## src/hdl/sbsm_pkg.sv

```systemverilog
// Shared types and constants for the serial bank switch mapper.
package sbsm_pkg;

  localparam logic [2:0] SPACE_NONE    = 3'd0;
  localparam logic [2:0] SPACE_PRG_ROM = 3'd1;
  localparam logic [2:0] SPACE_PRG_RAM = 3'd2;
  localparam logic [2:0] SPACE_CHR_ROM = 3'd3;
  localparam logic [2:0] SPACE_CHR_RAM = 3'd4;

  localparam logic [1:0] CFG_BOARD_VARIANT = 2'd0;
  localparam logic [1:0] CFG_PRG_ROM_BANKS = 2'd1;
  localparam logic [1:0] CFG_CHR_ROM_BANKS = 2'd2;
  localparam logic [1:0] CFG_CHR_RAM_ONLY  = 2'd3;

  localparam logic [1:0] BOARD_OUTER = 2'd2;

  localparam logic [1:0] MAP_REG_CONTROL  = 2'd0;
  localparam logic [1:0] MAP_REG_CHR_LOW  = 2'd1;
  localparam logic [1:0] MAP_REG_CHR_HIGH = 2'd2;
  localparam logic [1:0] MAP_REG_PRG      = 2'd3;

  localparam logic [1:0] PRG_MODE_32K_EVEN = 2'd0;
  localparam logic [1:0] PRG_MODE_32K_ODD  = 2'd1;
  localparam logic [1:0] PRG_MODE_FIX_FIRST = 2'd2;
  localparam logic [1:0] PRG_MODE_FIX_LAST = 2'd3;

  localparam logic [1:0] MIRROR_ONE_SCREEN = 2'd0;
  localparam logic [1:0] MIRROR_VERTICAL   = 2'd1;
  localparam logic [1:0] MIRROR_HORIZONTAL = 2'd2;

  localparam logic [1:0] MAP_CTRL_VERTICAL = 2'd2;

  localparam logic [4:0] SHIFT_EMPTY   = 5'h10;
  localparam logic [4:0] CONTROL_RESET = 5'h0c;

  localparam logic [19:0] OUTER_HALF_SIZE = 20'd262144;
  localparam logic [19:0] PRG_BANK_SIZE   = 20'h04000;

  typedef struct packed {
    logic [1:0] board_variant;
    logic [5:0] prg_rom_banks;
    logic [5:0] chr_rom_banks;
    logic       chr_ram_only;
  } cfg_t;

  typedef struct packed {
    logic [4:0] control;
    logic [4:0] chr_low;
    logic [4:0] chr_high;
    logic [3:0] prg_bank;
    logic [1:0] ram_bank;
    logic       outer_half;
    logic [1:0] mirror;
  } map_state_t;

  typedef struct packed {
    logic [2:0]  space;
    logic [18:0] address;
    logic        is_write;
    logic [7:0]  value;
    logic        error;
  } result_t;

endpackage

```

## src/hdl/sbsm_regs.sv

```systemverilog
// Mapper register file with the five-bit serial load shift register.
module sbsm_regs (
  input  logic                   clk,
  input  logic                   rst,
  input  logic                   update,
  input  logic                   command,
  input  logic [15:0]            bus_address,
  input  logic [7:0]             write_data,
  input  logic [1:0]             board_variant,
  output sbsm_pkg::map_state_t   state,
  output logic [1:0]             mirror_next
);

  sbsm_pkg::map_state_t state_next;
  logic [4:0] shift;
  logic [4:0] shift_next;
  logic [4:0] load_value;
  logic       outer_board;

  assign outer_board = (board_variant == sbsm_pkg::BOARD_OUTER);
  assign load_value  = {write_data[0], shift[4:1]};
  assign mirror_next = state_next.mirror;

  always_comb begin
    state_next = state;
    shift_next = shift;
    if (update && command && bus_address[15]) begin
      if (write_data[7]) begin
        shift_next = sbsm_pkg::SHIFT_EMPTY;
        state_next.control = state.control | sbsm_pkg::CONTROL_RESET;
      end else if (!shift[0]) begin
        shift_next = load_value;
      end else begin
        shift_next = sbsm_pkg::SHIFT_EMPTY;
        unique case (bus_address[14:13])
          sbsm_pkg::MAP_REG_CONTROL: begin
            state_next.control = load_value;
            if (load_value[1:0] == sbsm_pkg::MAP_CTRL_VERTICAL) begin
              state_next.mirror = sbsm_pkg::MIRROR_VERTICAL;
            end else if (load_value[1]) begin
              state_next.mirror = sbsm_pkg::MIRROR_HORIZONTAL;
            end else begin
              state_next.mirror = sbsm_pkg::MIRROR_ONE_SCREEN;
            end
          end
          sbsm_pkg::MAP_REG_CHR_LOW: begin
            state_next.chr_low = load_value;
            if (outer_board) begin
              state_next.ram_bank   = load_value[3:2];
              state_next.outer_half = load_value[4];
            end
          end
          sbsm_pkg::MAP_REG_CHR_HIGH: begin
            state_next.chr_high = load_value;
            if (outer_board && state.control[4]) begin
              state_next.ram_bank   = load_value[3:2];
              state_next.outer_half = load_value[4];
            end
          end
          sbsm_pkg::MAP_REG_PRG: begin
            state_next.prg_bank = load_value[3:0];
          end
        endcase
      end
    end
  end

  always_ff @(posedge clk) begin
    if (rst) begin
      shift            <= sbsm_pkg::SHIFT_EMPTY;
      state.control    <= sbsm_pkg::CONTROL_RESET;
      state.chr_low    <= '0;
      state.chr_high   <= '0;
      state.prg_bank   <= '0;
      state.ram_bank   <= '0;
      state.outer_half <= 1'b0;
      state.mirror     <= sbsm_pkg::MIRROR_ONE_SCREEN;
    end else begin
      shift <= shift_next;
      state <= state_next;
    end
  end

endmodule

```

## src/hdl/sbsm_decode.sv

```systemverilog
// Address translation of one bus access into a target space and offset.
module sbsm_decode #(
  parameter int PRG_ADDR_WIDTH = 19
) (
  input  logic                 command,
  input  logic [15:0]          bus_address,
  input  logic [7:0]           write_data,
  input  sbsm_pkg::cfg_t       cfg,
  input  sbsm_pkg::map_state_t state,
  output sbsm_pkg::result_t    result
);

  localparam logic [19:0] PrgMask = 20'((21'd1 << PRG_ADDR_WIDTH) - 21'd1);

  logic        outer_board;
  logic        chr_4k;
  logic [19:0] prg_size;
  logic [19:0] prg_space;
  logic [19:0] prg_last;
  logic [19:0] prg_start;
  logic [19:0] prg_base;
  logic [19:0] prg_offset;
  logic [19:0] prg_addr;
  logic [19:0] bank_single;
  logic [19:0] bank_pair;
  logic [17:0] chr_addr;
  logic [17:0] chr_size;
  logic [14:0] ram_addr;

  always_comb begin
    outer_board = (cfg.board_variant == sbsm_pkg::BOARD_OUTER);
    chr_4k      = state.control[4];
    prg_size    = {cfg.prg_rom_banks, 14'd0};
    prg_space   = outer_board ? sbsm_pkg::OUTER_HALF_SIZE : prg_size;
    prg_last    = (prg_space >= sbsm_pkg::PRG_BANK_SIZE) ?
                  prg_space - sbsm_pkg::PRG_BANK_SIZE : '0;
    prg_start   = (outer_board && state.outer_half) ? sbsm_pkg::OUTER_HALF_SIZE : '0;
    bank_single = {2'd0, state.prg_bank, 14'd0};
    bank_pair   = {2'd0, state.prg_bank[3:1], 1'b0, 14'd0};
    prg_offset  = {6'd0, bus_address[13:0]};

    case (state.control[3:2]) inside
      sbsm_pkg::PRG_MODE_32K_EVEN, sbsm_pkg::PRG_MODE_32K_ODD: begin
        prg_base   = bank_pair;
        prg_offset = {5'd0, bus_address[14:0]};
      end
      sbsm_pkg::PRG_MODE_FIX_FIRST: begin
        prg_base = bus_address[14] ? bank_single : '0;
      end
      default: begin
        prg_base = bus_address[14] ? prg_last : bank_single;
      end
    endcase
    prg_addr = prg_start + prg_base + prg_offset;

    if (chr_4k) begin
      if (bus_address[12]) begin
        chr_addr = {1'b0, state.chr_high, 12'd0} + {6'd0, bus_address[11:0]};
      end else begin
        chr_addr = {1'b0, state.chr_low, 12'd0} + {6'd0, bus_address[11:0]};
      end
    end else begin
      chr_addr = {1'b0, state.chr_low[4:1], 1'b0, 12'd0} + {5'd0, bus_address[12:0]};
    end
    chr_size = {cfg.chr_rom_banks, 12'd0};

    if (chr_4k) begin
      ram_addr = {1'b0, state.ram_bank, 12'd0} + {2'd0, bus_address[12:0]};
    end else begin
      ram_addr = {state.ram_bank, 13'd0} + {2'd0, bus_address[12:0]};
    end

    result = '0;
    if (bus_address[15]) begin
      if (!command) begin
        result.space   = sbsm_pkg::SPACE_PRG_ROM;
        result.address = 19'(prg_addr & PrgMask);
        result.error   = (prg_addr >= prg_size);
      end
    end else if (bus_address[15:13] == 3'b011) begin
      result.space    = sbsm_pkg::SPACE_PRG_RAM;
      result.address  = {4'd0, ram_addr};
      result.is_write = command;
    end else if (bus_address[15:13] == 3'b000) begin
      if (command || cfg.chr_ram_only) begin
        result.space    = sbsm_pkg::SPACE_CHR_RAM;
        result.address  = {6'd0, bus_address[12:0]};
        result.is_write = command;
      end else begin
        result.space   = sbsm_pkg::SPACE_CHR_ROM;
        result.address = {1'b0, chr_addr};
        result.error   = (chr_addr >= chr_size);
      end
    end
    result.value = result.is_write ? write_data : 8'd0;
  end

endmodule

```

## src/hdl/serial_bank_switch_mapper.sv

```systemverilog
// Top level of the serial bank switch mapper address decoder.
//
// Each bus access (command, bus_address, write_data) is a transfer on the
// input channel when in_valid is high and in_stall is low. The access is held
// in an input register, decoded in the next cycle and its result lands in the
// output register, which raises out_valid when that register is loaded.
// One access is taken in every cycle; the only limit is the output register,
// and in_stall is high exactly while a result waits with out_stall high.
// Writes at 0x8000 and above load the serial shift register and update the
// mapper registers when the result register is loaded, so results leave in
// the order the accesses came in. mirror_mode shows the mirroring after the
// access. A stalled result holds its value until it is transferred.
// The configuration port takes a write in every cycle (cfg_ready is always
// high) and should only be used while no access is in flight.
// Synchronous reset empties both registers, restores the mapper registers
// and loads the default configuration.
module serial_bank_switch_mapper #(
  parameter int PRG_ADDR_WIDTH = 19
) (
  input  logic        clk,
  input  logic        rst,
  input  logic        in_valid,
  output logic        in_stall,
  input  logic        command,
  input  logic [15:0] bus_address,
  input  logic [7:0]  write_data,
  output logic        out_valid,
  input  logic        out_stall,
  output logic [2:0]  target_space,
  output logic [18:0] target_address,
  output logic        access_is_write,
  output logic [7:0]  write_value,
  output logic [1:0]  mirror_mode,
  output logic        range_error,
  input  logic        cfg_valid,
  output logic        cfg_ready,
  input  logic [1:0]  cfg_index,
  input  logic [5:0]  cfg_data
);

  sbsm_pkg::cfg_t       cfg;
  sbsm_pkg::map_state_t state;
  sbsm_pkg::result_t    result;
  logic                 advance;
  logic                 hold_valid;
  logic                 hold_command;
  logic [15:0]          hold_address;
  logic [7:0]           hold_data;
  logic [1:0]           mirror_next;

  assign advance   = !(out_valid && out_stall);
  assign in_stall  = !advance;
  assign cfg_ready = 1'b1;

  always_ff @(posedge clk) begin
    if (rst) begin
      cfg.board_variant <= 2'd0;
      cfg.prg_rom_banks <= 6'd2;
      cfg.chr_rom_banks <= 6'd0;
      cfg.chr_ram_only  <= 1'b1;
    end else if (cfg_valid) begin
      unique case (cfg_index)
        sbsm_pkg::CFG_BOARD_VARIANT: cfg.board_variant <= cfg_data[1:0];
        sbsm_pkg::CFG_PRG_ROM_BANKS: cfg.prg_rom_banks <= cfg_data;
        sbsm_pkg::CFG_CHR_ROM_BANKS: cfg.chr_rom_banks <= cfg_data;
        sbsm_pkg::CFG_CHR_RAM_ONLY:  cfg.chr_ram_only  <= cfg_data[0];
      endcase
    end
  end

  always_ff @(posedge clk) begin
    if (rst) begin
      hold_valid <= 1'b0;
    end else if (advance) begin
      hold_valid <= in_valid;
    end
  end

  always_ff @(posedge clk) begin
    if (advance) begin
      hold_command <= command;
      hold_address <= bus_address;
      hold_data    <= write_data;
    end
  end

  sbsm_regs u_regs (
    .clk           (clk),
    .rst           (rst),
    .update        (advance && hold_valid),
    .command       (hold_command),
    .bus_address   (hold_address),
    .write_data    (hold_data),
    .board_variant (cfg.board_variant),
    .state         (state),
    .mirror_next   (mirror_next)
  );

  sbsm_decode #(
    .PRG_ADDR_WIDTH (PRG_ADDR_WIDTH)
  ) u_decode (
    .command     (hold_command),
    .bus_address (hold_address),
    .write_data  (hold_data),
    .cfg         (cfg),
    .state       (state),
    .result      (result)
  );

  always_ff @(posedge clk) begin
    if (rst) begin
      out_valid <= 1'b0;
    end else if (advance) begin
      out_valid <= hold_valid;
    end
  end

  always_ff @(posedge clk) begin
    if (advance) begin
      target_space    <= result.space;
      target_address  <= result.address;
      access_is_write <= result.is_write;
      write_value     <= result.value;
      range_error     <= result.error;
      mirror_mode     <= mirror_next;
    end
  end

endmodule

```

## config.mk

```make
export PLATFORM = sky130hd
export DESIGN_NAME = serial_bank_switch_mapper
export DESIGN_NICKNAME = d
export VERILOG_FILES = /design/src/hdl/sbsm_pkg.sv /design/src/hdl/sbsm_regs.sv /design/src/hdl/sbsm_decode.sv /design/src/hdl/serial_bank_switch_mapper.sv
export SDC_FILE = /design/constraint.sdc
export NUM_CORES = 1
export LEC_CHECK = 0
export BUFFER_PORTS_ARGS = -buffer_cell sky130_fd_sc_hd__clkbuf_2
export CORE_ASPECT_RATIO = 0.7
export CORE_MARGIN = 8
export CORE_UTILIZATION = 45
export CTS_BUF_LIST = sky130_fd_sc_hd__clkbuf_8
export CTS_CLUSTER_SIZE = 10
export DETAILED_ROUTE_END_ITERATION = 8
export GPL_TIMING_DRIVEN = 0
export PLACE_DENSITY_LB_ADDON = 0.2
export SETUP_SLACK_MARGIN = 0.15
export SLEW_MARGIN = 20
export SYNTH_ARGS = -nofsm -noshare
export SYNTH_HDL_FRONTEND = slang
export SYNTH_HIERARCHICAL = 1
export SYNTH_SLANG_ARGS = --single-unit
```

## constraint.sdc

```tcl
create_clock -name clk -period 4.3 [get_ports clk]
set_input_delay 0.86 -clock clk [delete_from_list [all_inputs] [get_ports clk]]
set_output_delay 0.86 -clock clk [all_outputs]
set_load 0.05 [all_outputs]
```

### After elaboration in Yosys (flattened, before gate mapping)

Cells that the tools add are included.
W data, S select, Z words.

| storage, ports and cells | value |
|---|---|
| output and inout bits | 37 |
| bits of input ports | 38 |
| flip-flop bits (word level) | 105 |

| cells by class | value |
|---|---|
| bitwise gates (word level) | 1 |
| reduce and logical (&&, ||, !) cells | 26 |
| $lt $le $gt $ge | 3 |
| eq/ne operators | 13 |
| muxes and demuxes | 39 |
| add/subtract/negate cells | 8 |

Operators with widths:

| cell | count |
|---|---|
| $mux W20 | 6 |
| $mux W23 | 3 |
| $mux W18 | 3 |
| $mux W22 | 2 |
| $add A17 B12 Y18 | 2 |
| $mux W15 | 2 |
| $add A20 B15 Y20 | 1 |
| $add A20 B20 Y20 | 1 |
| $ge A20 B15 Y1 const B | 1 |
| $ge A20 B20 Y1 | 1 |
| $mux W5 | 4 |
| $sub A20 B15 Y20 const B | 1 |
| $mux W19 | 1 |
| $add A17 B13 Y18 | 1 |
| $ge A18 B18 Y1 | 1 |
| $reduce_and A4 Y1 | 4 |
| $add A14 B13 Y15 | 1 |
| $add A15 B13 Y15 | 1 |
| $eq A2 B2 Y1 const B | 7 |
| $mux W4 | 3 |
| $mux W2 | 5 |
| $reduce_and A2 Y1 | 4 |
| $mux W1 | 7 |
| $eq A2 B1 Y1 const B | 3 |
| other kinds (14) | 25 |

### Depth between registers and ports, before layout

| depth | value |
|---|---|
| word-level depth | 12 |
| mapped depth | 17 |
| depth with buffers taken out | 17 |

### Hierarchy

The synthesis kept the hierarchy.

Modules (own cells, without submodules):

| module | sequential area each (um^2) | area an instance (um^2) | cells each | times used |
|---|---|---|---|---|
| serial_bank_switch_mapper | 2112.0 | 2502.4 | 130 | 1 |
| sbsm_regs | 580.6 | 1153.6 | 127 | 1 |
| sbsm_decode | 0.0 | 1117.3 | 164 | 1 |

### Least setup slack after synthesis

OpenSTA, ideal clock, no wires.

| path | value |
|---|---|
| path kind | input port to flip-flop |
| start point | input port out_stall |
| end point | register, netlist name u_regs/state[3] |
| buffers on the path | 2 |
| setup time | 0.120 ns |
| data required time | 4.180 ns |
| arrival | 3.547 ns |
| setup slack | 0.633 ns |
| stages on the path | 8 |
| cell sequence | nand2_1 and2_1 and4b_1 buf_6 nand2_1 or4b_4 buf_6 mux2i_1 |

| on the way | value |
|---|---|
| longest elaborated chain between the ends | 6 |

Ends and longest elaborated chain:

| element | line | text |
|---|---|---|
| start, declared | serial_bank_switch_mapper.sv:28 | `input logic out_stall,` |
| $logic_and A1 B1 Y1 | serial_bank_switch_mapper.sv:51 | `assign advance = !(out_valid && out_stall);` |
| $logic_not A1 Y1 | serial_bank_switch_mapper.sv:51 |  |
| $logic_and A1 B1 Y1 | serial_bank_switch_mapper.sv:90 | `.update (advance && hold_valid),` |
| $logic_and A1 B1 Y1 (2 in a row) | sbsm_regs.sv:27 | `if (update && command && bus_address[15]) begin` |
| $reduce_and A6 Y1 (no line) | n/a |  |

No other way between the ends.
A chain may end at the register's enable or synchronous reset.

==> flow_metrics.tcl <==
set metrics [dict create \
    nets 553 \
    setup_viol 0 \
    grt_use_met3 0.0539 \
    grt_pass1_wl_um 16800 \
    routabilityCongestion 0.837 \
    cts_setup_buffers 0 \
    htreeDepth 3 \
    swShare 0.270 \
    grt_busiest_layer "met2" \
    drt_iter0_markers 256 \
    area_delta_synth_final_pct 15.9 \
    r2r_slack_ps 900 \
    critPathLaunchType "flip-flop" \
    hold_violations 0 \
    sequentialPowerShare 0.569 \
    ctsLongestPathBuffers 2 \
    report.final.slew_viol_count 0 \
    syn_inst 413 \
    dp.cells 619 \
    cp_max_fo 7 \
    gr-total-overflow 0 \
    io_buffers 73 \
    path_class "reg -> reg" \
    rows 31 \
    insertion_delay_ps 350 \
    cts_sinks 103 \
    worst_pin_slew_ps 818 \
    leakage_nw 2.36 \
    p_comb_frac 0.142 \
    die_y_um 102 \
    cts_buffers 9 \
    power_density_mw_per_mm2 362 \
    min_period_over_period 0.792 \
    netlist_area_mm2 0.00471 \
    layout.cells.non_filler 635 \
    worstPathRequired_ps 4380 \
    cts_hold_buf 0 \
    mappedNetlistNets 468 \
    syn-mean-instance-area_um2 11.4 \
    use_met1 0.198 \
    finalClockSkew_ps 7.77 \
    start_util 0.458 \
    grt_max_degree 60 \
    drv_cap 0 \
    dieArea_mm2 0.0140 \
    ant_nets 0 \
    end_kind "flip-flop" \
    min_period_ps 3400 \
    grt_pass1_vias 3285 \
    finalWirelength_um 10500 \
    cts-resized-gates 0 \
    antenna_cells 0 \
    status "complete, no violations" \
    gr-usage-all-layers 0.151 \
    via_count 3289 \
    rsz0062_at_grt "false" \
    grt_antenna_before_repair 0 \
    hpwl_um 8000 \
    drive_gt1_frac 0.221 \
    path_clk_slew_ps 90 \
    ir_drop_mv 0.195 \
    crit_arrival_ps 3480 \
    io_pins 75 \
    clock-root-buffer "clkbuf_8" \
    p_switching_w 0.000532 \
    max_slew_margin 0.453 \
    clock.fmax_mhz 294 \
    dr.pass1.iters 5 \
    die_width_um 138 \
    routed_via_density 5.18 \
    ys_warn_count 6 \
    coreArea_mm2 0.0103 \
    pwr-share-clk 0.290 \
    tns_ps 0 \
    grtUsageMet2 0.233 \
    wire_per_inst_um 16.5 \
    cts_tree "yes" \
    hp-class "reg -> reg" \
    p_int_w 0.00144 \
    remaining_drc_errors 0 \
]
-- cell usage in the layout (no fill, tap or decap), drive strengths merged, types with 2 or more instances in the layout --
master / count
nand3: 13
clkbuf: 91
and2: 23
o21ai: 18
o211ai: 3
nor4: 4
edfxtp: 59
o31a: 2
and3: 3
nand3b: 9
nand2b: 28
a31oi: 5
clkinv: 2
mux2: 4
nor3: 6
mux2i: 27
conb: 2
inv: 20
nor2b: 5
nor3b: 3
xnor2: 2
nor2: 23
nand4: 7
buf: 8
a21oi: 17
dfxtp: 44
ha: 17
xor2: 4
o21bai: 2
nand2: 31
a32o: 2
-- power by group through the flow --
stage	registers [W]	clock network (W)	logic, W
finish	0.00112	0.000571	0.000279
global route	0.00113	0.000630	0.000303
CTS	0.00112	0.000591	0.000281
detailed placement	0.00114	0	0.000280
global placement	0.00114	0	0.000274
floorplan	0.00124	0	0.0000999
-- worst max-delay path, stage by stage, from the launching register on --
cell and delay, ps:
dfxtp_1 380, nand2b_1 310, nand2_1 160, ha_1 270
nor4b_1 180, a31oi_2 340, nand2_1 150, nor2_1 150
ha_1 270, xor2_1 170, ha_1 260, o21a_1 160
o211ai_1 170, o32ai_1 130
-- worst paths after layout --
kind | from | to | depth (start not counted)
worst max register to register | cfg[13] | range_error | 13
worst min register to register | u_regs/state[0] | u_regs/state[0] | 2
worst min-delay path | u_regs/state[0] | u_regs/state[0] | 2
worst max-delay path | cfg[13] | range_error | 13
-- flip-flops by register name, indices dropped and copies added, names as in the netlist --
| signal | count |
|---|---|
| u_regs/shift | 5 |
| u_regs/state | 22 |
| write_value | 8 |
| hold_data | 8 |
| out_valid | 1 |
| hold_address | 16 |
| access_is_write | 1 |
| cfg | 15 |
| hold_command | 1 |
| target_address | 19 |
| target_space | 3 |
| hold_valid | 1 |
| range_error | 1 |
| mirror_mode | 2 |
-- per-layer routing --
metal  vias up  share of wire  wire length [µm]
li1       1652              -                 -
met1      1548           0.47              4970
met2        83           0.45              4730
met3         6          0.070               738
met4         0         0.0056                59
met5         -              0                 0
-- stage by stage --
| stage | area (µm²) | utilization | total power (W) | worst slack [ps] | hold slack, ps |
|---|---|---|---|---|---|
| CTS | 5450 | 0.531 | 0.00199 | 902 | 469 |
| global placement | 5240 | 0.509 | 0.00142 | -188 | 450 |
| detailed placement | 5270 | 0.513 | 0.00143 | 924 | 457 |
| global route | 5450 | 0.531 | 0.00206 | 653 | 506 |
| floorplan | 4710 | - | 0.00134 | 642 | 440 |
| finish | 5450 | 0.531 | 0.00197 | 895 | 464 |
-- final cells by class --
type | instances | area, µm²
fillers | 901 | 4820
flip-flops and latches | 103 | 2650
multi-input cells | 278 | 1910
repair buffers | 74 | 393
well taps | 132 | 165
clock buffers | 9 | 124
plain buffers | 16 | 93.8
inverters | 16 | 60.1
clock inverters | 7 | 58.8
Note: power is estimated with default switching activity, not from simulation.
